## src/sv/tml_pkg.sv

```systemverilog
// Package for the texture miptree layout block: types, constants, helpers.
// Used by tml_front, tml_queue, tml_back and texture_miptree_layout.
`default_nettype none
package tml_pkg;

  localparam int MAX_LEVELS       = 15;
  localparam int CACHE_LINE_BYTES = 128;
  localparam int PAGE_BYTES       = 16384;
  localparam int POS_W            = 44;

  typedef struct packed {
    logic [31:0] offset;
    logic [20:0] stride;
    logic [14:0] tile_w;
    logic [14:0] tile_h;
  } tml_entry_t;

  typedef struct packed {
    logic        valid;
    logic [3:0]  nlev;
    logic [31:0] layer;
    logic [43:0] total;
    logic        paged;
  } tml_summary_t;

  typedef enum logic [3:0] {
    F_IDLE, F_DIVW, F_DIVH, F_SETUP, F_SPLIT, F_POT, F_LDIV, F_LA, F_LB,
    F_LIN, F_LIN2, F_FIN1, F_FIN2, F_FIN3
  } tml_fstate_t;

  // index of highest set bit plus one
  function automatic logic [4:0] bit_len(input logic [15:0] v);
    logic [4:0] n;
    n = 5'd0;
    for (int i = 0; i < 16; i++) begin
      if (v[i]) n = 5'(i + 1);
    end
    return n;
  endfunction

  function automatic logic [4:0] ceil_log2(input logic [15:0] v);
    return (v <= 16'd1) ? 5'd0 : bit_len(v - 16'd1);
  endfunction

endpackage
`default_nettype wire

```

## src/sv/tml_back.sv

```systemverilog
// Back part: once the summary arrives, drains the queue one level per cycle
// into the registered result ports. Depends on tml_pkg.
`default_nettype none
module tml_back import tml_pkg::*; (
  input  wire logic         clk,
  input  wire logic         rst_n,
  input  wire tml_summary_t summary,
  input  wire tml_entry_t   q_data,
  input  wire logic         q_empty,
  output logic        pop,
  output logic        active,
  output logic        out_valid,
  output logic [3:0]  out_level_index,
  output logic [31:0] out_level_offset,
  output logic [20:0] out_row_stride,
  output logic [14:0] out_tile_width,
  output logic [14:0] out_tile_height,
  output logic [31:0] out_layer_stride,
  output logic [43:0] out_total_size,
  output logic        out_page_aligned,
  output logic        out_last_level
);
  logic         act_r, act_nxt, vld_r, vld_nxt, last;
  logic [3:0]   idx_r, idx_nxt;
  tml_summary_t sum_r, sum_nxt;
  tml_entry_t   o_r, o_nxt;
  logic [3:0]   oidx_r, oidx_nxt;
  logic         olast_r, olast_nxt;

  always_comb begin
    act_nxt = act_r; idx_nxt = idx_r; sum_nxt = sum_r;
    o_nxt = o_r; oidx_nxt = oidx_r; olast_nxt = olast_r;
    vld_nxt = 1'b0;
    last = (5'(idx_r) + 5'd1 == 5'(sum_r.nlev));
    pop = act_r && !q_empty;
    if (summary.valid) begin
      act_nxt = 1'b1;
      idx_nxt = 4'd0;
      sum_nxt = summary;
    end else if (pop) begin
      vld_nxt   = 1'b1;
      o_nxt     = q_data;
      oidx_nxt  = idx_r;
      olast_nxt = last;
      idx_nxt   = idx_r + 4'd1;
      if (last) act_nxt = 1'b0;
    end
  end

  always_ff @(posedge clk) begin
    if (!rst_n) begin
      act_r <= 1'b0;
      vld_r <= 1'b0;
    end else begin
      act_r <= act_nxt;
      vld_r <= vld_nxt;
    end
    idx_r <= idx_nxt; sum_r <= sum_nxt; o_r <= o_nxt;
    oidx_r <= oidx_nxt; olast_r <= olast_nxt;
  end

  assign active           = act_r;
  assign out_valid        = vld_r;
  assign out_level_index  = oidx_r;
  assign out_level_offset = o_r.offset;
  assign out_row_stride   = o_r.stride;
  assign out_tile_width   = o_r.tile_w;
  assign out_tile_height  = o_r.tile_h;
  assign out_layer_stride = olast_r ? sum_r.layer : 32'd0;
  assign out_total_size   = olast_r ? sum_r.total : 44'd0;
  assign out_page_aligned = sum_r.paged;
  assign out_last_level   = olast_r;
endmodule
`default_nettype wire

```

## config.mk

```make
export PLATFORM = sky130hd
export DESIGN_NAME = tml_back
export DESIGN_NICKNAME = d
export VERILOG_FILES = /design/src/sv/tml_pkg.sv /design/src/sv/tml_back.sv
export SDC_FILE = /design/constraint.sdc
export NUM_CORES = 1
export LEC_CHECK = 0
export BUFFER_PORTS_ARGS = -buffer_cell sky130_fd_sc_hd__buf_2
export CORE_MARGIN = 3
export CORE_UTILIZATION = 25
export CTS_CLUSTER_SIZE = 16
export DETAILED_ROUTE_END_ITERATION = 6
export PLACE_DENSITY = 0.55
export SLEW_MARGIN = 15
export SYNTH_ARGS = -nofsm -noshare
export SYNTH_HDL_FRONTEND = slang
export SYNTH_SLANG_ARGS = --single-unit
```

## constraint.sdc

```tcl
create_clock -name clk -period 7.2 [get_ports clk]
set_input_delay 0.36 -clock clk [delete_from_list [all_inputs] [get_ports clk]]
set_output_delay 0.36 -clock clk [all_outputs]
set_load 0.05 [all_outputs]
```

**Yosys cells after proc, flatten, opt, wreduce, memory -nomap -nowiden**

Cells that the tools add are included.

- Word-level logic and storage cells: 31
- Register bits: 175
- Bits of input ports: 168
- Output and inout port bits: 168

- Eq/ne operators: 1
- Muxes and demuxes: 6
- Reductions and logical operators: 7
- Bitwise operators: 2
- $add $sub $neg: 2

Operator list:

| cell | number |
|---|---|
| $mux W44 | 1 |
| $mux W32 | 1 |
| $add A4 B1 Y5 const B | 1 |
| $eq A5 B4 Y1 | 1 |
| $add A4 B1 Y4 const B | 1 |
| $mux W1 | 4 |
| $reduce_and A2 Y1 | 2 |
| $reduce_bool A2 Y1 | 2 |
| $not A1 Y1 | 2 |
| $reduce_or A2 Y1 | 1 |
| $logic_and A1 B1 Y1 | 1 |
| $logic_not A1 Y1 | 1 |

**Longest topological paths before layout**

- Depth after elaboration: 5
- Gate-level depth with buffers: 5
- Mapped depth without buffers: 5

**Worst setup path before layout**

No wires, ideal clock.

- Path kind: reg2reg
- Start: reg act_r, in the netlist active
- End: reg olast_r, in the netlist out_last_level (enable)
- Arrival: 5.129 ns
- Slack: 1.522 ns
- Data required time: 6.650 ns
- Cell stages (with the launch flop): 4
- Library setup time: 0.550 ns
- Period minus slack after synthesis: 5.678 ns
- Cells stage by stage: dfxtp_1 -> nor2b_1 -> buf_2 -> nor2b_1

- Longest elaborated chain between the ends: 2

Ends and longest elaborated chain:

| what | line | text |
|---|---|---|
| start, declared | tml_back.sv:23 | `logic act_r, act_nxt, vld_r, vld_nxt, last;` |
| start signal, assigned | tml_back.sv:55 | `act_r <= act_nxt;` |
| $logic_and A1 B1 Y1 | tml_back.sv:35 | `pop = act_r && !q_empty;` |
| named net pop | tml_back.sv:10 | `output logic pop,` |
| $reduce_and A2 Y1 (no source line) | - |  |
| end signal, assigned | tml_back.sv:59 | `oidx_r <= oidx_nxt; olast_r <= olast_nxt;` |
| end, declared | tml_back.sv:28 | `logic olast_r, olast_nxt;` |

The timed path passes the listed nets, and every way through them passes these cells.
A chain may end at the register's enable or synchronous reset.

**Final worst setup path**

- Start: reg olast_r, in the netlist out_last_level
- End: out out_layer_stride[11]

- Longest elaborated chain between the ends: 1

Ends and longest elaborated chain:

| what | line | text |
|---|---|---|
| $mux W32 | tml_back.sv:69 | `assign out_layer_stride = olast_r ? sum_r.layer : 32'd0;` |
| end, declared | tml_back.sv:18 | `output logic [31:0] out_layer_stride,` |

Every way passes these cells.

==> impl_results.md <==
* Bufs on Longest Clock Path at 2
* Setup WS post-layout at 4.75 ns
* Crit Path Max Fanout at 56
* Synth area leader: edfxtp_1
* Largest net degree at the start of global routing at 58
* Primary FF master, synth: edfxtp_1
* Worst Skew at 0.00886 ns
* Max-cap violations at 0
* First DRT Iteration DRCs at 172
* Total vias in the final route at 3,756
* RSZ-0062 raised after global routing: no
* Core ar. at about 0.023 mm²
* First-pass GRT wire length at between 20,000 and 25,000 µm
* Placed Cells incl. Taps at roughly 930
* Area growth syn-to-layout at 44.9%
* Slew headroom at between 50% and 60%
* Non-Filler Instances at around 960
* Detailed Routing Iterations Pass 1 at 4
* ANT nets after route at 0
* Area of the die at ~0.025 mm²
* Clock-pin slew on the worst setup and hold paths at 0.08 ns
* Cts bufs inserted at 17
* P per Cell Area at ~270 mW/mm²
* Post-CTS setup buffers at 0
* Hold crit path type: input port to register
* Clk_lat worst skew at about 0.41 ns
* Final Net Count at around 800
* Worst vdd ir at between 0.1 and 0.15 mV
* Remaining Overflow, GRT at 0
* Setup TNS at 0 ns
* Top-count cell post-synth: edfxtp_1
* Final hold violations at 0
* Resize count post-CTS at 0
* Vias in the first global route at ~4,000
* Critical path class: register to primary output
* Mapped Area at between 0.005 and 0.006 mm²
* Synth top cells by count: edfxtp_1 (169), and2_1 (77), clkbuf_1 (6), dfxtp_1 (6), xnor2_1 (5)
* Yosys cell types at 17
* Worst Path Required at 6.84 ns
* Status: finished, final reports clean
* Setup crit end kind: primary output
* Count of pins over their slew limit at 0
* Worst slack, placed at 4.59 ns
* Placed standard-cell area at slightly below 0.008 mm²
* Tmin final at between 2 and 2.5 ns
* Io pins at between 300 and 400
* Syn_nets at approximately 460
* Mapped Cells at around 290
* Die Ht at between 150 and 200 µm
* Via density at roughly 3.9
* Peak Freq at just over 400 MHz
* Initial core utilization at roughly a quarter
* Post-synth EDFFs at 169
* Arrival @ worst endpoint at between 2 and 2.5 ns
* Clk root buf: clkbuf_16
* Routed WL at roughly 16,000 µm
* Yosys top cell area share at 86.2%
* Worst hold slack at 0.109 ns
* Ys async rst share at 0%
* Residual DRC at 0
* Global placement routability congestion at around 0.74
* Post-CTS Hold Fix Bufs at 0
* Initial antenna violation count at 2
* Clock sink total at around 180
* Critical path startpoint category: register
* CTS tree: built
* Pin slew with the least headroom to its limit at ~0.75 ns
* H-tree levels at 4
* Fin crit share at about 34%
* Synth warn at 0
* Synthesized flop and latch total at around 180
* Final setup viols at 0
* Die X at 159 µm
* Mean Syn Cell Area at 20.6 µm²
* P_leak at 3.63 nW
* Cell Rows at 55
* Pwr Total at 2.29 mW
* Final Cell Area at between 0.008 and 0.009 mm²
* Post-DP HPWL at about 12,000 µm
* GRT Overall Usage at ~12%
* Layout cell share with drive strength beyond 1 at 57.4%
* Synth top area cells: edfxtp_1 (86%), and2_1 (8.2%), dfxtp_1 (2.0%), xnor2_1 (0.74%), xor2_1 (0.59%)
* Wirelength per Cell at roughly 17 µm
* Register area share after synthesis at 88.2%
* IO buf count at 335
* Final core occ at a little under two fifths
==> final timing paths <==
path	from	endpoint	slack (ns)	cells past startpoint
setup / recovery	out_last_level	out_layer_stride[11]	4.75	3
hold / removal	q_data[45]	out_row_stride[15]	0.11	1
setup reg to reg	active	out_tile_height[3]	4.75	4
hold reg to reg	idx_r[1]	out_level_index[1]	0.55	0
==> report_power, final <==
part / switching (mW) / leakage, nW / internal (mW)
sequential: 0.0145 / 1.65 / 1.17
clock: 0.425 / 0.283 / 0.461
combinational: 0.151 / 1.70 / 0.0628
total: 0.590 / 3.63 / 1.70
==> layout by cell type, fill, tap and decap left out, drive strengths merged <==
master / Yosys / routed
clkbuf: 6 / 17
nor3: 1 / 1
dfxtp: 6 / 6
mux2i: 1 / 1
inv: 0 / 7
nand4: 1 / 1
xnor2: 5 / 5
nand3: 3 / 3
and2: 77 / 77
ha: 1 / 1
nor2b: 2 / 2
edfxtp: 169 / 169
nand2: 1 / 1
diode: 0 / 1
clkinv: 0 / 8
buf: 3 / 339
a21oi: 1 / 1
xor2: 4 / 4
o21ai: 1 / 1
nor2: 4 / 4
==> flip-flops by register name, indices dropped and copies added, names as in the netlist <==
signal,flops
sum_r,80
out_level_offset,32
out_row_stride,21
out_tile_height,15
out_tile_width,15
idx_r,4
out_level_index,4
active,1
out_last_level,1
out_page_aligned,1
out_valid,1
==> metal layers <==
metal  wire (µm)  up-vias  global-route usage [%]
met5           0        -                       0
met3        2080       15                    7.41
met2        7760      230                    20.8
met4         265        0                    4.02
li1            -     1747                       -
met1        5880     1764                    12.9
==> cells by family (layout without fill, tap and decap cells) <==
family,Yosys count,after routing,synth area share [%]
and+or+nand+nor,89,89,9.24
AOI/OAI and AO/OA,2,2,0.170
other,0,1,0
xor gates and xnor gates,9,9,1.34
buffers and inverters,9,371,0.637
DFF,175,175,88.2
muxes,1,1,0.170
adders and majority gates,1,1,0.212
==> area by class of cell <==
cell class | count | area (µm²)
Antenna cell | 1 | 2.50
Clock buffer | 17 | 425
Clock inverter | 15 | 148
Fill cell | 2257 | 14400
Multi-Input combinational cell | 102 | 663
Sequential cell | 175 | 5190
Tap cell | 313 | 392
Timing Repair Buffer | 339 | 1710
==> worst max-delay path: stages (launching register included) <==
cell      delay (ns)
edfxtp_1        0.71
buf_4           0.47
and2_1          0.21
buf_2           0.26
Note: power is estimated with default switching activity, not from simulation.
