`src/sv/tml_pkg.sv`:
```
// Package for the texture miptree layout block: types, constants, helpers.
// Used by tml_front, tml_queue, tml_back and texture_miptree_layout.
`default_nettype none
package tml_pkg;

  localparam int MAX_LEVELS       = 15;
  localparam int CACHE_LINE_BYTES = 128;
  localparam int PAGE_BYTES       = 16384;
  localparam int POS_W            = 44;

  typedef struct packed {
    logic [31:0] offset;
    logic [20:0] stride;
    logic [14:0] tile_w;
    logic [14:0] tile_h;
  } tml_entry_t;

  typedef struct packed {
    logic        valid;
    logic [3:0]  nlev;
    logic [31:0] layer;
    logic [43:0] total;
    logic        paged;
  } tml_summary_t;

  typedef enum logic [3:0] {
    F_IDLE, F_DIVW, F_DIVH, F_SETUP, F_SPLIT, F_POT, F_LDIV, F_LA, F_LB,
    F_LIN, F_LIN2, F_FIN1, F_FIN2, F_FIN3
  } tml_fstate_t;

  // index of highest set bit plus one
  function automatic logic [4:0] bit_len(input logic [15:0] v);
    logic [4:0] n;
    n = 5'd0;
    for (int i = 0; i < 16; i++) begin
      if (v[i]) n = 5'(i + 1);
    end
    return n;
  endfunction

  function automatic logic [4:0] ceil_log2(input logic [15:0] v);
    return (v <= 16'd1) ? 5'd0 : bit_len(v - 16'd1);
  endfunction

endpackage
`default_nettype wire

```
`src/sv/tml_queue.sv`:
```
// Level record queue between front and back, sixteen entries.
// Depends on tml_pkg.
`default_nettype none
module tml_queue import tml_pkg::*; (
  input  wire logic       clk,
  input  wire logic       rst_n,
  input  wire logic       push,
  input  wire tml_entry_t wr_data,
  input  wire logic       pop,
  output tml_entry_t      rd_data,
  output logic            empty
);
  tml_entry_t mem_r [16];
  logic [3:0] wp_r, wp_nxt, rp_r, rp_nxt;
  logic [4:0] cnt_r, cnt_nxt;

  always_comb begin
    wp_nxt  = push ? wp_r + 4'd1 : wp_r;
    rp_nxt  = pop ? rp_r + 4'd1 : rp_r;
    cnt_nxt = cnt_r + 5'(push) - 5'(pop);
    empty   = (cnt_r == 5'd0);
    rd_data = mem_r[rp_r];
  end

  always_ff @(posedge clk) begin
    if (!rst_n) begin
      wp_r  <= 4'd0;
      rp_r  <= 4'd0;
      cnt_r <= 5'd0;
    end else begin
      wp_r  <= wp_nxt;
      rp_r  <= rp_nxt;
      cnt_r <= cnt_nxt;
    end
    if (push) mem_r[wp_r] <= wr_data;
  end
endmodule
`default_nettype wire

```
`config.mk`:
```
export PLATFORM = sky130hd
export DESIGN_NAME = tml_queue
export DESIGN_NICKNAME = d
export VERILOG_FILES = /design/src/sv/tml_pkg.sv /design/src/sv/tml_queue.sv
export SDC_FILE = /design/constraint.sdc
export NUM_CORES = 1
export LEC_CHECK = 0
export BUFFER_PORTS_ARGS = -buffer_cell sky130_fd_sc_hd__buf_2
export CAP_MARGIN = 10
export CORE_MARGIN = 3
export CORE_UTILIZATION = 53
export DETAILED_ROUTE_END_ITERATION = 16
export PLACE_DENSITY = 0.7
export SYNTH_ARGS = -nofsm -noshare
export SYNTH_HDL_FRONTEND = slang
export SYNTH_SLANG_ARGS = --single-unit
```
`constraint.sdc`:
```
create_clock -name clk -period 5.15 [get_ports clk]
set_clock_uncertainty 0.2 [all_clocks]
set_input_delay 0.515 -clock clk [delete_from_list [all_inputs] [get_ports clk]]
set_output_delay 0.515 -clock clk [all_outputs]
set_load 0.02 [all_outputs]
```
### Yosys cells after proc, flatten, opt, wreduce, memory -nomap -nowiden

Memories as Yosys holds them, arrays and structs flattened. A register that Yosys moved wholly into a read port is not among the register bits.
Cells that the tools add are included.
Widths: inputs -> output; s select.

| cells by class | value |
|---|---|
| reductions and logical operators | 1 |
| muxes and demuxes | 4 |
| add/subtract/negate cells | 4 |

Operators by type and width:

| cell | count |
|---|---|
| $add 4x1->4 const B | 2 |
| $mux 4 | 2 |
| $add 5x1->5 | 1 |
| $logic_not 5->1 | 1 |
| $sub 5x1->5 | 1 |
| $mux 1 | 2 |

| word-level totals | value |
|---|---|
| memories | 1 |
| output and inout bits | 84 |
| memory bits (writable) | 1328 |
| word-level logic and storage cells | 13 |
| register bits | 13 |
| bits of input ports | 87 |

Memory list:

| name | depth | width | read ports | clocked after memory_dff | wr ports | line | source |
|---|---|---|---|---|---|---|---|
| mem_r | 16 | 83 | 1 | 1 | 1 | tml_queue.sv:13 | `tml_entry_t mem_r [16];` |

### Depth between registers and ports, before layout

| logic depth | value |
|---|---|
| depth in word-level cells | 3 |
| mapped depth | 9 |
| gate-level depth less buffers | 9 |

### Worst setup path after synthesis

Ideal clock, no wire load.

| timing path | value |
|---|---|
| kind | input to register |
| start point | in push |
| end point | mem mem_r[0][0] in the netlist's numbering (enable) |
| stages | 3 |
| arrival | 3.024 ns |
| setup time | 0.450 ns |
| setup slack | 1.476 ns |
| required time | 4.500 ns |
| buffers on the path | 1 |
| cell sequence | clkbuf_1 -> nor3b_1 -> and2_1 |

| between the ends | value |
|---|---|
| word-level cells in the longest chain between the ends | 2 |

RTL lines:

| element | line | source |
|---|---|---|
| start, declared | tml_queue.sv:7 | `input wire logic push,` |
| $mux 1 | tml_queue.sv:35 | `if (push) mem_r[wp_r] <= wr_data;` |
| $mux 1 (implied by the code) | tml_queue.sv:35 |  |
| end, declared | tml_queue.sv:13 |  |

No other way between the ends.

==> impl_table.tex <==
\begin{tabular}{lr}
\hline
Metric & Value \\
\hline
\multicolumn{2}{l}{\textbf{Outcome}} \\
\quad Status & finished, final reports clean \\
\multicolumn{2}{l}{\textbf{Setup path}} \\
\quad Maximum fanout along the worst path & 38 \\
\quad Critical path capture point & rd\_data[73] \\
\quad Required arrival time at the worst endpoint & between 4 and 5 ns \\
\quad Kind of capture point of the worst setup path & primary output \\
\quad RR Startpoint & wp\_r[2] \\
\quad Critical Path Source Type & register \\
\quad Reg2Reg Capture Point & mem\_r[3][2] \\
\quad Signal arrival time at the worst endpoint & between 3 and 4 ns \\
\quad Worst reg-to-reg path cell count & 3 \\
\quad R2R setup slack & around 2.3 ns \\
\quad Kind of critical path & reg -> out \\
\multicolumn{2}{l}{\textbf{Logic synthesis}} \\
\quad Post-synthesis sequential area ratio & $\sim$80\% \\
\quad Dominant cell type by area after synthesis & sky130\_fd\_sc\_hd\_\_edfxtp\_1 \\
\quad Mapped Cells & 2,119 \\
\quad Area share of the leading cell type in the synthesized netlist & about four fifths \\
\quad Top cells by area in the synthesized netlist & sky130\_fd\_sc\_hd\_\_edfxtp\_1, sky130\_fd\_sc\_hd\_\_mux4\_2, sky130\_fd\_sc\_hd\_\_a22oi\_1 \\
\quad Leading cell type by number of instances after synthesis & sky130\_fd\_sc\_hd\_\_edfxtp\_1 \\
\quad Post-Synthesis Mean Instance Area & around 24 um2 \\
\quad Synthesized cell area & between 50,000 and 60,000 um2 \\
\quad Dominant synthesized flop cell & sky130\_fd\_sc\_hd\_\_edfxtp\_1 \\
\quad Count of flip-flops with a built-in enable after synthesis & approximately 1,300 \\
\quad \#FFs+latches synth & $\sim$1,300 \\
\quad Asr flop ratio synth & 0\% \\
\quad Yosys warnings & 0 \\
\quad Most used standard cells in the synthesized netlist & sky130\_fd\_sc\_hd\_\_edfxtp\_1, sky130\_fd\_sc\_hd\_\_mux4\_2, sky130\_fd\_sc\_hd\_\_a22oi\_1 \\
\quad Net Count, Synth & $\sim$2,200 \\
\quad Number of distinct library cell variants in the gate-level netlist after synthesis & 28 \\
\multicolumn{2}{l}{\textbf{STA}} \\
\quad Total Negative Setup Slacks & 0 ns \\
\quad Crit share post-route & roughly four fifths \\
\quad RSZ-0062 raised after global routing & no \\
\quad Min cycle time layout & $\sim$4.0 ns \\
\quad Achievable frequency & 247 MHz \\
\quad Final Hold Vio Count & 0 \\
\quad Final setup vio count & 0 \\
\quad Count of final max-slew check failures & 0 \\
\quad Slew HR & between 20 and 30\% \\
\quad Transition time of the tightest slew-check pin & around 1.1 ns \\
\multicolumn{2}{l}{\textbf{Pwr}} \\
\quad P\_sw & slightly below 5 mW \\
\quad Sequential Power Share & roughly 53\% \\
\quad Maximum resistive drop on vdd & 0.317 mV \\
\quad Static leakage power & between 15 and 20 nW \\
\quad Clock share of power & between 30 and 40\% \\
\quad Switch share & 21.3\% \\
\quad Power density normalized to cell area & around 400 nW/um2 \\
\quad Internal power consumption & 18.3 mW \\
\quad Proportion of power drawn by combinational gates & 7.6\% \\
\multicolumn{2}{l}{\textbf{Global route}} \\
\quad First-pass GRT wire length & about 170,000 um \\
\quad Aggregate global-route resource usage & $\sim$23\% \\
\quad Antenna violations before repair & 6 \\
\quad Vias in the first global route & about 25,000 \\
\quad Total gr overflow & 0 \\
\quad Maximum number of pins on one net before global-route repair & 70 \\
\multicolumn{2}{l}{\textbf{Final layout}} \\
\quad Number of nets at the end of the flow & between 2,000 and 3,000 \\
\quad Area Overhead vs Synth & 15.0\% \\
\quad Fill count & about 6,300 \\
\quad Fraction of layout cells with a size suffix above 1 & just under 30\% \\
\quad Area occupied by registers & 40,200 um2 \\
\quad Multi-input logic area & slightly below 10,000 um2 \\
\quad Finished Cell Area & around 58,000 um2 \\
\multicolumn{2}{l}{\textbf{Min path}} \\
\quad Tightest Hold Check Type & in -> reg \\
\multicolumn{2}{l}{\textbf{Clock tree}} \\
\quad Clock edge transition at the registers on the reported setup and hold paths & 0.06 ns \\
\quad Postcts setup bufs & 0 \\
\quad Depth of the CTS H-tree & 4 \\
\quad Root buffer selected by CTS & sky130\_fd\_sc\_hd\_\_clkbuf\_16 \\
\quad Clk sink count & approximately 1,300 \\
\quad Clock insertion delay at the later pin of the skew report & around 0.71 ns \\
\quad Number of clock buffers inserted by TritonCTS & 135 \\
\quad Clock tree from TritonCTS & yes \\
\quad CTS Buffer Depth & 3 \\
\multicolumn{2}{l}{\textbf{Drt}} \\
\quad Total length of routed wires & 111,000 um \\
\quad Number of search-and-repair iterations in the first detailed-routing pass & 7 \\
\quad Initial detailed-routing violation count & about 2,600 \\
\quad Average vias per placed instance & approximately 6.2 \\
\quad DRT antenna net count & 0 \\
\quad Remaining design rule violation count & 0 \\
\quad Via total after detailed routing & $\sim$24,000 \\
\quad Drt wl/cell & slightly below 30 um \\
\multicolumn{2}{l}{\textbf{Floorplan}} \\
\quad Effective utilization at floorplan & between 50\% and 60\% \\
\quad I/O pin total & between 150 and 200 \\
\quad Die extent in y & approximately 310 um \\
\quad Area of the die & around 100,000 um2 \\
\quad Core footprint & around 94,000 um2 \\
\quad Number of core rows & around 110 \\
\quad Horiz. Die Dim & 315 um \\
\multicolumn{2}{l}{\textbf{Place}} \\
\quad Estimated wirelength of the detail-placed design & between 50,000 and 60,000 um \\
\quad Placer's final routability congestion estimate & 0.733 \\
\quad Count of buffers from port buffering & 170 \\
\quad Area post-placement & 53,000 um2 \\
\multicolumn{2}{l}{\textbf{Job}} \\
\quad Maximum Capacitance Violations & 0 \\
\hline
\end{tabular}
[flip-flops by register name, summed over array words and instances (netlist names), named ones only]
register and count:
cnt_r 5, mem_r 1328, rp_r 4, wp_r 4
[power by group through the flow]
stage / Clock [mW] / Sequential (mW) / Combinational, mW
final: 9.20 / 12.3 / 1.75
after floorplan: 0 / 12.5 / 1.17
after global routing: 9.81 / 12.3 / 1.90
after detailed placement: 0 / 12.5 / 1.72
after CTS: 9.34 / 12.3 / 1.79
after global placement: 0 / 12.5 / 1.67
[repair_timing]
item / in CTS / in global routing
endpoints found under the hold margin: 1345 / 0
hold buffers: 85 / 0
gates resized for setup: 0 / 0
[worst min path at each step]
| stage | start | to | slack, ns | cells past startpoint |
|---|---|---|---|---|
| final | push | wp_r[0] | 0.06 | 3 |
| after global routing | push | wp_r[1] | 0.06 | 3 |
| after CTS | push | wp_r[0] | 0.01 | 3 |
| after detailed placement | rp_r[1] | register | 0.36 | 2 |
| after global placement | rp_r[1] | register | 0.32 | 2 |
| after floorplan | rp_r[1] | register | 0.32 | 2 |
[stage by stage]
step	hold WS, ns	setup WS, ns	cells	util (%)	power (mW)
3_3_place_gp	0.323	1.80	3484	56.5	14.2
6_report	0.0573	1.10	3812	61.8	23.2
4_1_cts	0.0144	0.961	3803	61.8	23.4
2_1_floorplan	0.325	1.48	2119	-	13.6
3_5_place_dp	0.362	1.75	3484	56.5	14.2
5_1_grt	0.0642	0.815	3805	61.8	24.0
[final cells by class]
type / count / share of cell area, %
diodes: 9 / 0.0388
multi-input cells: 654 / 16.6
flip-flops and latches: 1345 / 69.3
clock inverters: 74 / 1.04
inverters: 8 / 0.0517
well taps: 1254 / 2.70
clock buffers: 160 / 6.09
repair buffers: 308 / 4.13
[layout by cell type (no fill, tap or decap), drive strengths merged, types with 5 or more instances in the layout]
master	synthesis	routed
dfxtp	17	17
bufinv	0	8
buf	68	223
and2	28	28
mux4	332	332
clkinv	0	56
nand2	86	86
inv	8	16
clkbuf	44	160
dlygate4sd3	0	85
xnor2	5	5
diode	0	9
ha	11	11
edfxtp	1328	1328
a22oi	166	166
[layer usage]
| layer | global-route usage, % | up-vias | wire (um) |
|---|---|---|---|
| li1 | - | 9778 | - |
| met2 | 37.5 | 989 | 56200 |
| met3 | 4.98 | 163 | 8590 |
| met4 | 6.36 | 0 | 2290 |
| met1 | 31.9 | 12700 | 43900 |
| met5 | 0 | - | 0 |
[worst max-delay path, stage by stage, from the launching register on]
cell and delay [ns]:
sky130_fd_sc_hd__dfxtp_4 0.93, sky130_fd_sc_hd__buf_4 0.51, sky130_fd_sc_hd__mux4_2 0.56, sky130_fd_sc_hd__a22oi_1 0.23, sky130_fd_sc_hd__nand2_1 0.16, sky130_fd_sc_hd__buf_2 0.20
[cell families (layout without fill, tap and decap cells)]
| family | count (synthesis) | count (layout) | synth area share (%) |
|---|---|---|---|
| compound gates | 170 | 170 | 2.51 |
| xor+xnor | 9 | 9 | 0.156 |
| fa+ha+maj | 12 | 12 | 0.312 |
| buf+inv | 120 | 550 | 1.27 |
| flops | 1345 | 1345 | 79.7 |
| mux | 334 | 334 | 14.9 |
| other cells | 0 | 9 | 0 |
| simple gates | 129 | 129 | 1.17 |
No activity file was read; power rests on OpenSTA's default activity.
