--- src/sv/tml_pkg.sv ---
// Package for the texture miptree layout block: types, constants, helpers.
// Used by tml_front, tml_queue, tml_back and texture_miptree_layout.
`default_nettype none
package tml_pkg;

  localparam int MAX_LEVELS       = 15;
  localparam int CACHE_LINE_BYTES = 128;
  localparam int PAGE_BYTES       = 16384;
  localparam int POS_W            = 44;

  typedef struct packed {
    logic [31:0] offset;
    logic [20:0] stride;
    logic [14:0] tile_w;
    logic [14:0] tile_h;
  } tml_entry_t;

  typedef struct packed {
    logic        valid;
    logic [3:0]  nlev;
    logic [31:0] layer;
    logic [43:0] total;
    logic        paged;
  } tml_summary_t;

  typedef enum logic [3:0] {
    F_IDLE, F_DIVW, F_DIVH, F_SETUP, F_SPLIT, F_POT, F_LDIV, F_LA, F_LB,
    F_LIN, F_LIN2, F_FIN1, F_FIN2, F_FIN3
  } tml_fstate_t;

  // index of highest set bit plus one
  function automatic logic [4:0] bit_len(input logic [15:0] v);
    logic [4:0] n;
    n = 5'd0;
    for (int i = 0; i < 16; i++) begin
      if (v[i]) n = 5'(i + 1);
    end
    return n;
  endfunction

  function automatic logic [4:0] ceil_log2(input logic [15:0] v);
    return (v <= 16'd1) ? 5'd0 : bit_len(v - 16'd1);
  endfunction

endpackage
`default_nettype wire

--- src/sv/tml_div.sv ---
// Shared iterative divider, one quotient bit per cycle.
// Standalone; used by tml_front.
`default_nettype none
module tml_div (
  input  wire logic        clk,
  input  wire logic        rst_n,
  input  wire logic        start,
  input  wire logic [15:0] num,
  input  wire logic [3:0]  den,
  output logic             done,
  output logic [15:0]      quo
);
  logic        busy_r, busy_nxt, done_r, done_nxt;
  logic [3:0]  cnt_r, cnt_nxt, rem_r, rem_nxt, den_r, den_nxt;
  logic [15:0] quo_r, quo_nxt;
  logic [4:0]  trial;

  always_comb begin
    busy_nxt = busy_r;
    done_nxt = 1'b0;
    cnt_nxt  = cnt_r;
    rem_nxt  = rem_r;
    den_nxt  = den_r;
    quo_nxt  = quo_r;
    trial    = {rem_r, quo_r[15]};
    if (!busy_r) begin
      if (start && !done_r) begin
        busy_nxt = 1'b1;
        cnt_nxt  = 4'd0;
        rem_nxt  = 4'd0;
        quo_nxt  = num;
        den_nxt  = den;
      end
    end else begin
      if (trial >= {1'b0, den_r}) begin
        rem_nxt = 4'(trial - {1'b0, den_r});
        quo_nxt = {quo_r[14:0], 1'b1};
      end else begin
        rem_nxt = trial[3:0];
        quo_nxt = {quo_r[14:0], 1'b0};
      end
      cnt_nxt = cnt_r + 4'd1;
      if (cnt_r == 4'd15) begin
        busy_nxt = 1'b0;
        done_nxt = 1'b1;
      end
    end
  end

  always_ff @(posedge clk) begin
    if (!rst_n) begin
      busy_r <= 1'b0;
      done_r <= 1'b0;
      cnt_r  <= 4'd0;
    end else begin
      busy_r <= busy_nxt;
      done_r <= done_nxt;
      cnt_r  <= cnt_nxt;
    end
    rem_r <= rem_nxt;
    den_r <= den_nxt;
    quo_r <= quo_nxt;
  end

  assign done = done_r;
  assign quo  = quo_r;
endmodule
`default_nettype wire

--- src/sv/tml_front.sv ---
// Front part: takes a texture description, walks the levels and pushes one
// level record per level into the queue, then hands over the summary.
// Depends on tml_pkg and tml_div.
`default_nettype none
module tml_front import tml_pkg::*; (
  input  wire logic        clk,
  input  wire logic        rst_n,
  input  wire logic        load,
  input  wire logic        tiling_mode,
  input  wire logic [14:0] tex_width,
  input  wire logic [14:0] tex_height,
  input  wire logic [11:0] tex_depth,
  input  wire logic [6:0]  bytes_per_block,
  input  wire logic [3:0]  block_width,
  input  wire logic [3:0]  block_height,
  input  wire logic [5:0]  usage_flags,
  input  wire logic [20:0] forced_stride,
  output logic             busy,
  output logic             push,
  output tml_entry_t       push_entry,
  output tml_summary_t     summary
);
  tml_fstate_t state_r, state_nxt;

  logic        tiled_r, tiled_nxt;
  logic [14:0] w_r, w_nxt, h_r, h_nxt, wel_r, wel_nxt, hel_r, hel_nxt, mn_r, mn_nxt;
  logic [11:0] d_r, d_nxt, sx_r, sx_nxt, sy_r, sy_nxt;
  logic [6:0]  bpb_r, bpb_nxt;
  logic [3:0]  bw_r, bw_nxt, bh_r, bh_nxt, nlev_r, nlev_nxt, lvl_r, lvl_nxt;
  logic [5:0]  fl_r, fl_nxt;
  logic [20:0] fs_r, fs_nxt;
  logic [2:0]  ltw_r, ltw_nxt, lth_r, lth_nxt;
  logic [22:0] area_r, area_nxt;
  logic [18:0] pw_r, pw_nxt, ph_r, ph_nxt;
  logic [10:0] limw_r, limw_nxt, limh_r, limh_nxt;
  logic [4:0]  split_r, split_nxt, lqw_r, lqw_nxt, lqh_r, lqh_nxt;
  logic [POS_W-1:0] pos_r, pos_nxt, bytes_r, bytes_nxt, layer_r, layer_nxt;
  logic [15:0] q_r, q_nxt;
  logic [21:0] slin_r, slin_nxt;
  logic        tl_r, tl_nxt, paged_r, paged_nxt;
  logic [55:0] prod_r, prod_nxt;
  tml_entry_t  ent_r, ent_nxt, lin_entry;

  logic        div_start, div_done;
  logic [15:0] div_num, div_quo;
  logic [3:0]  div_den;

  // scratch
  logic [14:0] wn, hn, xs;
  logic [15:0] major, s16;
  logic [4:0]  nl, kk, c5, lt;
  logic [7:0]  twm1, thm1;
  logic [11:0] msk;
  logic        pl, pb, stop, tl;
  logic [23:0] tiles;
  logic [30:0] bt;
  logic [22:0] lin_t;
  logic [56:0] tot57;
  logic [43:0] tot44;

  tml_div u_div (
    .clk(clk), .rst_n(rst_n), .start(div_start), .num(div_num), .den(div_den),
    .done(div_done), .quo(div_quo)
  );

  always_comb begin
    xs = w_r >> lvl_r;
    if (xs == 15'd0) xs = 15'd1;
    div_start = (state_r == F_DIVW) || (state_r == F_DIVH) || (state_r == F_LDIV);
    case (state_r)
      F_DIVH: begin
        div_num = 16'(h_r) + 16'(bh_r) - 16'd1;
        div_den = bh_r;
      end
      F_LDIV: begin
        div_num = 16'(xs) + 16'(bw_r) - 16'd1;
        div_den = bw_r;
      end
      default: begin
        div_num = 16'(w_r) + 16'(bw_r) - 16'd1;
        div_den = bw_r;
      end
    endcase
  end

  assign stop = (pw_r <= 19'(limw_r)) || (ph_r <= 19'(limh_r));

  // next state
  always_comb begin
    state_nxt = state_r;
    case (state_r)
      F_IDLE:  if (load) state_nxt = F_DIVW;
      F_DIVW:  if (div_done) state_nxt = tiled_r ? F_DIVH : F_LIN;
      F_DIVH:  if (div_done) state_nxt = F_SETUP;
      F_SETUP: state_nxt = F_SPLIT;
      F_SPLIT: if (stop) state_nxt = F_POT;
      F_POT:   state_nxt = F_LDIV;
      F_LDIV:  if (div_done) state_nxt = F_LA;
      F_LA:    state_nxt = F_LB;
      F_LB:    state_nxt = (5'(lvl_r) + 5'd1 == 5'(nlev_r)) ? F_FIN1 : F_LDIV;
      F_LIN:   state_nxt = F_LIN2;
      F_LIN2:  state_nxt = F_FIN2;
      F_FIN1:  state_nxt = F_FIN2;
      F_FIN2:  state_nxt = F_FIN3;
      F_FIN3:  state_nxt = F_IDLE;
      default: state_nxt = F_IDLE;
    endcase
  end

  // datapath
  always_comb begin
    tiled_nxt = tiled_r; w_nxt = w_r; h_nxt = h_r; d_nxt = d_r; bpb_nxt = bpb_r;
    bw_nxt = bw_r; bh_nxt = bh_r; fl_nxt = fl_r; fs_nxt = fs_r; nlev_nxt = nlev_r;
    wel_nxt = wel_r; hel_nxt = hel_r; mn_nxt = mn_r; sx_nxt = sx_r; sy_nxt = sy_r;
    ltw_nxt = ltw_r; lth_nxt = lth_r; area_nxt = area_r; pw_nxt = pw_r; ph_nxt = ph_r;
    limw_nxt = limw_r; limh_nxt = limh_r; split_nxt = split_r; lqw_nxt = lqw_r;
    lqh_nxt = lqh_r; pos_nxt = pos_r; bytes_nxt = bytes_r; layer_nxt = layer_r;
    q_nxt = q_r; slin_nxt = slin_r; tl_nxt = tl_r; paged_nxt = paged_r;
    prod_nxt = prod_r; ent_nxt = ent_r; lvl_nxt = lvl_r;
    wn = (tex_width == 15'd0) ? 15'd1 : tex_width;
    hn = (tex_height == 15'd0) ? 15'd1 : tex_height;
    major = 16'((wn > hn) ? wn : hn);
    nl = 5'd1; kk = 5'd0; c5 = 5'd0; lt = 5'd0; s16 = 16'd0;
    twm1 = 8'd0; thm1 = 8'd0; msk = 12'd0; pl = 1'b0; pb = 1'b0; tl = 1'b0;
    tiles = 24'd0; bt = 31'd0; lin_t = 23'd0;
    case (state_r)
      F_IDLE: if (load) begin
        tiled_nxt = tiling_mode;
        w_nxt = wn; h_nxt = hn;
        d_nxt = (tex_depth == 12'd0) ? 12'd1 : tex_depth;
        bpb_nxt = (bytes_per_block == 7'd0) ? 7'd1 : bytes_per_block;
        bw_nxt = (block_width == 4'd0) ? 4'd1 : block_width;
        bh_nxt = (block_height == 4'd0) ? 4'd1 : block_height;
        fl_nxt = usage_flags; fs_nxt = forced_stride;
        if (usage_flags[5] && 16'(tex_depth) > major) major = 16'(tex_depth);
        if (tiling_mode && usage_flags[4]) nl = bit_len(major);
        if (nl > 5'(MAX_LEVELS)) nl = 5'(MAX_LEVELS);
        if (nl == 5'd0) nl = 5'd1;
        nlev_nxt = 4'(nl);
      end
      F_DIVW: if (div_done) wel_nxt = div_quo[14:0];
      F_DIVH: if (div_done) hel_nxt = div_quo[14:0];
      F_SETUP: begin
        kk = bit_len(16'(bpb_r)) - 5'd1;
        if (kk > 5'd6) kk = 5'd6;
        ltw_nxt = 3'(5'd7 - (kk >> 1));
        lth_nxt = 3'(5'd7 - ((kk + 5'd1) >> 1));
        twm1 = (8'd1 << ltw_nxt) - 8'd1;
        thm1 = (8'd1 << lth_nxt) - 8'd1;
        sx_nxt = 12'((17'(wel_r) + 17'(twm1)) >> ltw_nxt);
        sy_nxt = 12'((17'(hel_r) + 17'(thm1)) >> lth_nxt);
        pw_nxt = 19'(bw_r) * 19'(wel_r);
        ph_nxt = 19'(bh_r) * 19'(hel_r);
        limw_nxt = 11'(bw_r) * 11'(twm1);
        limh_nxt = 11'(bh_r) * 11'(thm1);
        split_nxt = 5'd0;
      end
      F_SPLIT: begin
        area_nxt = 23'(sx_r) * 23'(sy_r);
        if (!stop) begin
          pw_nxt = (pw_r >> 1 == 19'd0) ? 19'd1 : pw_r >> 1;
          ph_nxt = (ph_r >> 1 == 19'd0) ? 19'd1 : ph_r >> 1;
          split_nxt = split_r + 5'd1;
        end
      end
      F_POT: begin
        if (fl_r[0]) begin
          c5 = ceil_log2(16'(wel_r));
          lqw_nxt = (c5 > split_r) ? c5 - split_r : 5'd0;
          c5 = ceil_log2(16'(hel_r));
          lqh_nxt = (c5 > split_r) ? c5 - split_r : 5'd0;
        end else begin
          s16 = 16'(wel_r) >> split_r;
          if (s16 == 16'd0) s16 = 16'd1;
          lqw_nxt = ceil_log2(s16);
          s16 = 16'(hel_r) >> split_r;
          if (s16 == 16'd0) s16 = 16'd1;
          lqh_nxt = ceil_log2(s16);
        end
        mn_nxt = (wel_r < hel_r) ? wel_r : hel_r;
        pos_nxt = '0;
        lvl_nxt = 4'd0;
      end
      F_LDIV: if (div_done) q_nxt = div_quo;
      F_LA: begin
        tl = 5'(lvl_r) < split_r;
        msk = (12'd1 << lvl_r) - 12'd1;
        pl = |(sx_r & msk);
        pb = |(sy_r & msk);
        tiles = 24'(area_r >> (5'(lvl_r) << 1));
        if (pl) tiles = tiles + 24'(sy_r >> lvl_r);
        if (pb) tiles = tiles + 24'(sx_r >> lvl_r);
        if (pl && pb) tiles = tiles + 24'd1;
        bt = 31'(bpb_r) * 31'(tiles);
        ent_nxt.offset = (pos_r > POS_W'(32'hFFFF_FFFF)) ? 32'hFFFF_FFFF : pos_r[31:0];
        if (tl) begin
          bytes_nxt = POS_W'(bt) << (4'(ltw_r) + 4'(lth_r));
          ent_nxt.stride = 21'(q_r) + 21'(fl_r[0] && pl);
          ent_nxt.tile_w = 15'(16'd1 << ltw_r);
          ent_nxt.tile_h = 15'(16'd1 << lth_r);
        end else begin
          bytes_nxt = POS_W'(bpb_r) << (6'(lqw_r) + 6'(lqh_r));
          ent_nxt.stride = 21'(q_r);
          if (fl_r[0]) begin
            lt = (lqw_r < lqh_r) ? lqw_r : lqh_r;
          end else begin
            s16 = 16'(mn_r >> lvl_r);
            if (s16 == 16'd0) s16 = 16'd1;
            lt = ceil_log2(s16);
          end
          ent_nxt.tile_w = (lt >= 5'd15) ? 15'h7FFF : 15'(16'd1 << lt);
          ent_nxt.tile_h = ent_nxt.tile_w;
        end
        tl_nxt = tl;
      end
      F_LB: begin
        pos_nxt = (pos_r + bytes_r + POS_W'(CACHE_LINE_BYTES - 1))
                  & ~POS_W'(CACHE_LINE_BYTES - 1);
        if (!tl_r) begin
          lqw_nxt = (lqw_r == 5'd0) ? 5'd0 : lqw_r - 5'd1;
          lqh_nxt = (lqh_r == 5'd0) ? 5'd0 : lqh_r - 5'd1;
        end
        lvl_nxt = lvl_r + 4'd1;
      end
      F_LIN: begin
        lin_t = (23'(wel_r) * 23'(bpb_r) + 23'(CACHE_LINE_BYTES - 1))
                & ~23'(CACHE_LINE_BYTES - 1);
        slin_nxt = (fs_r != 21'd0) ? 22'(fs_r) : lin_t[21:0];
      end
      F_LIN2: begin
        layer_nxt = (POS_W'(37'(slin_r) * 37'(h_r)) + POS_W'(CACHE_LINE_BYTES - 1))
                    & ~POS_W'(CACHE_LINE_BYTES - 1);
        paged_nxt = 1'b0;
      end
      F_FIN1: begin
        tl = (nlev_r != 4'd1) && (pos_r > POS_W'(PAGE_BYTES));
        if (d_r == 12'd1 && !fl_r[1]) tl = 1'b0;
        if (fl_r[2]) tl = 1'b1;
        if (fl_r[3] && d_r > 12'd1) tl = 1'b1;
        paged_nxt = tl;
        layer_nxt = tl ? ((pos_r + POS_W'(PAGE_BYTES - 1)) & ~POS_W'(PAGE_BYTES - 1))
                       : pos_r;
      end
      F_FIN2: prod_nxt = 56'(layer_r) * 56'(d_r);
      default: ;
    endcase
  end

  always_comb begin
    lin_entry.offset = 32'd0;
    lin_entry.stride = (slin_r > 22'h1F_FFFF) ? 21'h1F_FFFF : slin_r[20:0];
    lin_entry.tile_w = 15'd0;
    lin_entry.tile_h = 15'd0;
    push       = (state_r == F_LB) || (state_r == F_LIN2);
    push_entry = (state_r == F_LIN2) ? lin_entry : ent_r;
    tot57 = (57'(prod_r) + 57'(CACHE_LINE_BYTES - 1)) & ~57'(CACHE_LINE_BYTES - 1);
    tot44 = (tot57 > 57'(44'hFFF_FFFF_FFFF)) ? 44'hFFF_FFFF_FFFF : tot57[43:0];
    summary.valid = (state_r == F_FIN3);
    summary.nlev  = nlev_r;
    summary.layer = (layer_r > POS_W'(32'hFFFF_FFFF)) ? 32'hFFFF_FFFF : layer_r[31:0];
    summary.total = tot44;
    summary.paged = paged_r;
    busy = (state_r != F_IDLE);
  end

  always_ff @(posedge clk) begin
    if (!rst_n) state_r <= F_IDLE;
    else        state_r <= state_nxt;
    tiled_r <= tiled_nxt; w_r <= w_nxt; h_r <= h_nxt; d_r <= d_nxt; bpb_r <= bpb_nxt;
    bw_r <= bw_nxt; bh_r <= bh_nxt; fl_r <= fl_nxt; fs_r <= fs_nxt; nlev_r <= nlev_nxt;
    wel_r <= wel_nxt; hel_r <= hel_nxt; mn_r <= mn_nxt; sx_r <= sx_nxt; sy_r <= sy_nxt;
    ltw_r <= ltw_nxt; lth_r <= lth_nxt; area_r <= area_nxt; pw_r <= pw_nxt;
    ph_r <= ph_nxt; limw_r <= limw_nxt; limh_r <= limh_nxt; split_r <= split_nxt;
    lqw_r <= lqw_nxt; lqh_r <= lqh_nxt; pos_r <= pos_nxt; bytes_r <= bytes_nxt;
    layer_r <= layer_nxt; q_r <= q_nxt; slin_r <= slin_nxt; tl_r <= tl_nxt;
    paged_r <= paged_nxt; prod_r <= prod_nxt; ent_r <= ent_nxt; lvl_r <= lvl_nxt;
  end
endmodule
`default_nettype wire

--- config.mk ---
export PLATFORM = sky130hd
export DESIGN_NAME = tml_front
export DESIGN_NICKNAME = d
export VERILOG_FILES = /design/src/sv/tml_pkg.sv /design/src/sv/tml_div.sv /design/src/sv/tml_front.sv
export SDC_FILE = /design/constraint.sdc
export NUM_CORES = 2
export LEC_CHECK = 0
export BUFFER_PORTS_ARGS = -buffer_cell sky130_fd_sc_hd__buf_2
export CORE_MARGIN = 2
export CORE_UTILIZATION = 56
export CTS_CLUSTER_DIAMETER = 30
export DETAILED_ROUTE_END_ITERATION = 8
export PLACE_DENSITY = 0.79
export SLEW_MARGIN = 20
export SYNTH_ARGS = -nofsm -noshare
export SYNTH_HDL_FRONTEND = slang
export SYNTH_SLANG_ARGS = --single-unit
export TNS_END_PERCENT = 100
--- constraint.sdc ---
create_clock -name clk -period 16 [get_ports clk]
set_input_delay 3.2 -clock clk [delete_from_list [all_inputs] [get_ports clk]]
set_output_delay 3.2 -clock clk [all_outputs]
set_load 0.01 [all_outputs]
; Word-level counts from Yosys, hierarchy flattened
; Index checks and enable logic that the tools add are counted.
[totals]
ff_bits = 605
inputBits = 88
output_inout_bits = 167
word_cells = 419
[op_classes]
add_sub_neg = 41
n_mul = 9
order_cmp = 24
eq_ne = 24
n_shift = 17
mux = 205
bitwise = 3
reduce_logical = 48
[op_table]
columns = operator, n
row1 = two-way mux 5 bit, 125
row2 = two-way mux 16 bit, 14
row3 = one-hot mux 44 bit (2 select lines), 2
row4 = two-way mux 24 bit, 6
row5 = two-way mux 44 bit, 3
row6 = two-way mux 15 bit, 7
row7 = "subtractor 16 x 1 -> 16 bit, second input constant", 6
row8 = "> comparator 44 x 32 -> 1 bit, second input constant", 2
row9 = two-way mux 83 bit, 1
row10 = one-hot mux 19 bit (2 select lines), 2
row11 = "adder 56 x 7 -> 57 bit, second input constant", 1
row12 = "> comparator 57 x 44 -> 1 bit, second input constant", 1
row13 = multiplier 44 x 12 -> 56 bit, 1
row14 = two-way mux 4 bit, 14
row15 = adder 15 x 4 -> 16 bit, 3
row16 = adder 24 bit, 2
row17 = "<= comparator 16 x 1 -> 1 bit, second input constant", 3
row18 = logical NOT 16 bit, 3
row19 = one-hot mux 4 bit (12 select lines), 1
row20 = >> shifter 12 x 4 -> 24 bit, 2
row21 = two-way mux 46 bit, 1
row22 = logical NOT 15 bit, 3
row23 = "adder 44 x 14 -> 44 bit, second input constant", 1
row24 = adder 44 bit, 1
row25 = other kinds (85), 166

; Logic depth before layout (Yosys ltp)
[logic_depth]
ltp_word = 33
mapped_depth = 57
mapped_depth_nobuf = 48

; Cells and area by module
; From an unflattened synthesis, not the netlist that was laid out.
[hier_totals]
hier_cells = 9802
area_unflattened_um2 = 86563.0
[by_module_without_submodules]
columns = mod, instances, cells_each, area_each_um2, seq_area_each_um2
row1 = tml_front, 1, 9699, 85142.9, 16205.5
row2 = tml_div, 1, 103, 1420.1, 840.8

; Least setup slack after synthesis
; No wires, ideal clock.
[synth_timing]
path_type = register -> register
from = register lvl_r[1]
to = register bytes_r[29], data pin
setup_time_ns = 0.261
arrival_ns = 12.328
required_time_ns = 15.739
path_slack_ns = 3.411
path_stages_with_launch = 56
n_path_buf = 8
synth_period_minus_slack_ns = 12.589
cell_sequence = edfxtp_1 buf_4 buf_4 buf_4 buf_2 buf_1 clkbuf_1 buf_1 clkbuf_1 mux4_2 nand2_1 o21ai_0 o2bb2ai_1 ha_1 inv_1 fa_1 nor2b_1 o31ai_1 [... 20 more ...] fa_1 fa_1 inv_1 fa_1 inv_1 ha_1 o21a_1 and2_1 a221o_1 a21o_1 a31oi_1 o221a_2 xor2_1 mux2i_1 nand2_1 and3b_1 o21ai_0 a311o_1
[synth_between]
elab_chain_cells = 15
elab_cells_between_ends = 23
classes_between = 4 x add/sub / 1 x mul / 1 x order compare / 5 x shift / 7 x mux / 2 x bitwise / 3 x reduce/logical
[synth_lines]
columns = element, line_no
row1 = from (decl), tml_front.sv:29  ; logic [3:0] bw_r, bw_nxt, bh_r, bh_nxt, nlev_r, nlev_nxt, lvl_r, lvl_nxt;
row2 = from (signal assigned), tml_front.sv:276  ; paged_r <= paged_nxt; prod_r <= prod_nxt; ent_r <= ent_nxt; lvl_r <= lvl_nxt;
row3 = "parallel branches: the longest is 14 deep, another holds multiplier 7 x 24 -> 31 bit", n/a
row4 = two-way mux 44 bit (*), tml_front.sv:196  ; if (tl) begin
row5 = to (signal assigned), tml_front.sv:274  ; lqw_r <= lqw_nxt; lqh_r <= lqh_nxt; pos_r <= pos_nxt; bytes_r <= bytes_nxt;
row6 = to (decl), tml_front.sv:37  ; logic [POS_W-1:0] pos_r, pos_nxt, bytes_r, bytes_nxt, layer_r, layer_nxt;
; Mark *: on every way between the ends. The select of a mux whose other input is x is not followed.
; A chain may end at the register's enable or synchronous reset.

; Final worst setup path
[layout_timing]
from = register lvl_r[0]
to = register bytes_r[29], data pin
; The elaborated chain is that of the path after synthesis.

==> impl_results.md <==
- Outcome: finished clean
- Clk pin slew, worst setup/hold paths: roughly 50 ps
- Hold_buf cts: 0
- Initial antenna violation count: 26
- Total Wirelength: 264000 um
- Hold crit path type: flip-flop to flip-flop
- Max-cap check violation count: 0
- Vias per cell: slightly above 6
- Final Max Slew Viols: 0
- Top_reg_cell synth: edfxtp_1
- Die height: approximately 400 um
- Clock Sinks: approximately 570
- Initial Util: 0.565
- Post-route ant nets: 0
- WL per Instance: 22.8 um
- Fin crit period: ~14000 ps
- Max Fclk: 0.0697 GHz
- CTS root buf: clkbuf_16
- CP top delay family: compound AO/OA/AOI/OAI gates
- CP peak stage delay: 700 ps
- Critical path arrival: about 15000 ps
- YS warnings: 0
- GPL Wtd Cong: about 1.0
- Drt drc: 0
- Critical path buffer and inverter count: 5
- Rel. slew slack: 0.211
- Pin count of the biggest net entering global routing: 74
- Final hold slack: 460 ps
- # IOs: between 200 and 300
- Ys async rst share: 0
- Clock latency on the worst-skew pair: between 800 and 900 ps
- Die ar.: roughly 0.15 mm2
- Post_cts resized: 0
- Setup WS pre-CTS: around 2000 ps
- WP data required: around 17000 ps
- IO buf count: 254
- Worst Max-Slew Pin Slew: approximately 1200 ps
- Die X: approximately 400 um
- Hold Path Origin: fs_r[3]
- Critical Path Slowest Stage Cell: inv_2
- CTS buffer count: 144
- Placed Cells: between 10000 and 15000
- Final worst slack: 1660 ps
- Final count of negative-setup-slack endpoints: 0
- Clock tree buffer depth: 3
- Initial DRC Count: 7364
- Mean Syn Cell Area: 8.94 um2
- Mapped Area: about 0.085 mm2
- DR vias: 71468
- Grt ovf: 0
- Final hold violation count: 0
- Site Rows: about 140
- Mapped Cells: ~9500
- WS Path Type: flip-flop to flip-flop
- Fraction of final layout cells with drive strength greater than 1: 0.0952
- Library cells used by synthesis: 115
- TritonRoute pass-1 iters: 6
- Post-synth EDFFs: 561
- R2r startpoint: lvl_r[0]
- Hpwl dp: roughly 200000 um
- Total core area: about 0.15 mm2
- Post-synthesis sequential area ratio: 0.201
- Worst Skew: around 73 ps
- Vias in the first global route: between 70000 and 80000
- # fillers: around 12000
- Total negative slack: 0 ps
- RSZ-0062 raised after global routing: no
- # Post-CTS Setup Buffers: 0
- Crit path max fanout: 39
- Total GRT Usage: 0.348
- Finished Layout Cells: between 10000 and 15000
- Crit path from: lvl_r[0]
- Tcrit/Tclk final: 0.896
- Layout net count: 11207
- First-pass GRT wire length: 414000 um
- # H-tree levels: 4
- Critical Path Sink Type: flip-flop
- CTS tree: yes
- Area Overhead vs Synth: 8.94%
- #FFs+latches synth: 571
- Setup crit start kind: flip-flop
[synth_stat cells (all sizes together), types with 70 or more instances]
cell type  instances  area [um2]
nand2           1292        4850
inv             1194        4480
fa               977       19600
ha               688        8610
nor2             627        2360
edfxtp           561       16800
clkbuf           466        1750
a21oi            462        2320
and2             448        2810
o21ai            261        1310
xnor2            257        2260
mux2i            158        1590
nor3             153         776
a21o             139        1040
nor2b            126         788
or2              122         763
nand3            117         603
xor2             117        1030
buf               87         500
o21a              86         646
a211oi            70         538
[stage by stage]
step	cell area [um2]	util
after floorplan	84700	-
after global placement	87300	0.582
after detailed placement	87300	0.582
after CTS	92300	0.615
after global routing	92300	0.615
final	92300	0.616
[placed cells by master, fill, tap and decap left out, types with 54 or more instances in the layout]
cell	n
inv_1	1189
a211oi_1	69
and3_1	64
nand2b_1	66
nand2_1	1289
or2_2	118
or3_1	60
buf_4	126
o21ai_0	253
and2_1	443
nor2_1	619
o21bai_1	54
mux2_2	55
nand3_1	115
clkbuf_16	145
nor3_1	148
nor2b_1	126
o22ai_1	57
nand4_1	55
mux2i_1	156
xor2_1	115
mux4_2	59
a21oi_1	459
ha_1	688
o21a_1	86
fa_1	977
buf_2	254
a21o_1	139
edfxtp_1	561
xnor2_1	255
[worst paths after layout]
check | to | slack (ps) | cells past startpoint
hold / removal | slin_r[3] | 460 | 0
setup reg to reg | bytes_r[29] | 1660 | 42
hold reg to reg | slin_r[3] | 460 | 0
setup / recovery | bytes_r[29] | 1660 | 42
[state kept, by name, summed over array words and instances, names as in the netlist, 16 cells and up]
signal / count
area_r: 23
bytes_r: 44
ent_r: 66
fs_r: 21
layer_r: 37
ph_r: 19
pos_r: 37
prod_r: 49
pw_r: 19
q_r: 16
slin_r: 22
u_div.quo: 16
[metal layers]
layer	vias up	GRT usage	wire length (um)	part of all wire
met5	-	0	172	0.00065
met3	974	0.0920	28800	0.11
li1	31590	-	-	-
met2	4011	0.547	118000	0.45
met4	16	0.208	18400	0.070
met1	34877	0.430	98500	0.37
[layout make-up]
| type | count | area (um2) | share of cell area |
|---|---|---|---|
| tap | 2016 | 2520 | 0.0273 |
| timing repair buffer | 380 | 2220 | 0.0240 |
| clock buffer | 168 | 3710 | 0.0402 |
| multi-input combinational | 7153 | 61000 | 0.661 |
| sequential | 571 | 17000 | 0.185 |
| antenna | 8 | 20.0 | 0.000217 |
| inverter | 1204 | 4520 | 0.0490 |
| clock inverter | 90 | 1230 | 0.0133 |
[worst reg2reg max path: cells and delay by family (launching register included)]
family                     cells  cell delay (ps)
buffers and inverters          5              970
DFF                            1              670
muxes                          2              530
xor gates and xnor gates       3              630
AOI/OAI and AO/OA             14             4110
adders and majority gates      8             3610
and+or+nand+nor               10             3540
[kinds of logic (layout without fill, tap and decap cells)]
group | after synthesis | in the layout | share of synthesized area
buffers and inverters | 1757 | 1842 | 0.0799
and+or+nand+nor | 3279 | 3279 | 0.185
adders and majority gates | 1665 | 1665 | 0.332
AOI/OAI and AO/OA | 1556 | 1556 | 0.121
DFF | 571 | 571 | 0.201
xor gates and xnor gates | 374 | 374 | 0.0388
other | 2 | 15 | 0.0000886
muxes | 272 | 272 | 0.0417
Power is not shown: default switching activity piles up to over one toggle a cycle in this logic, so the estimate is an artifact.
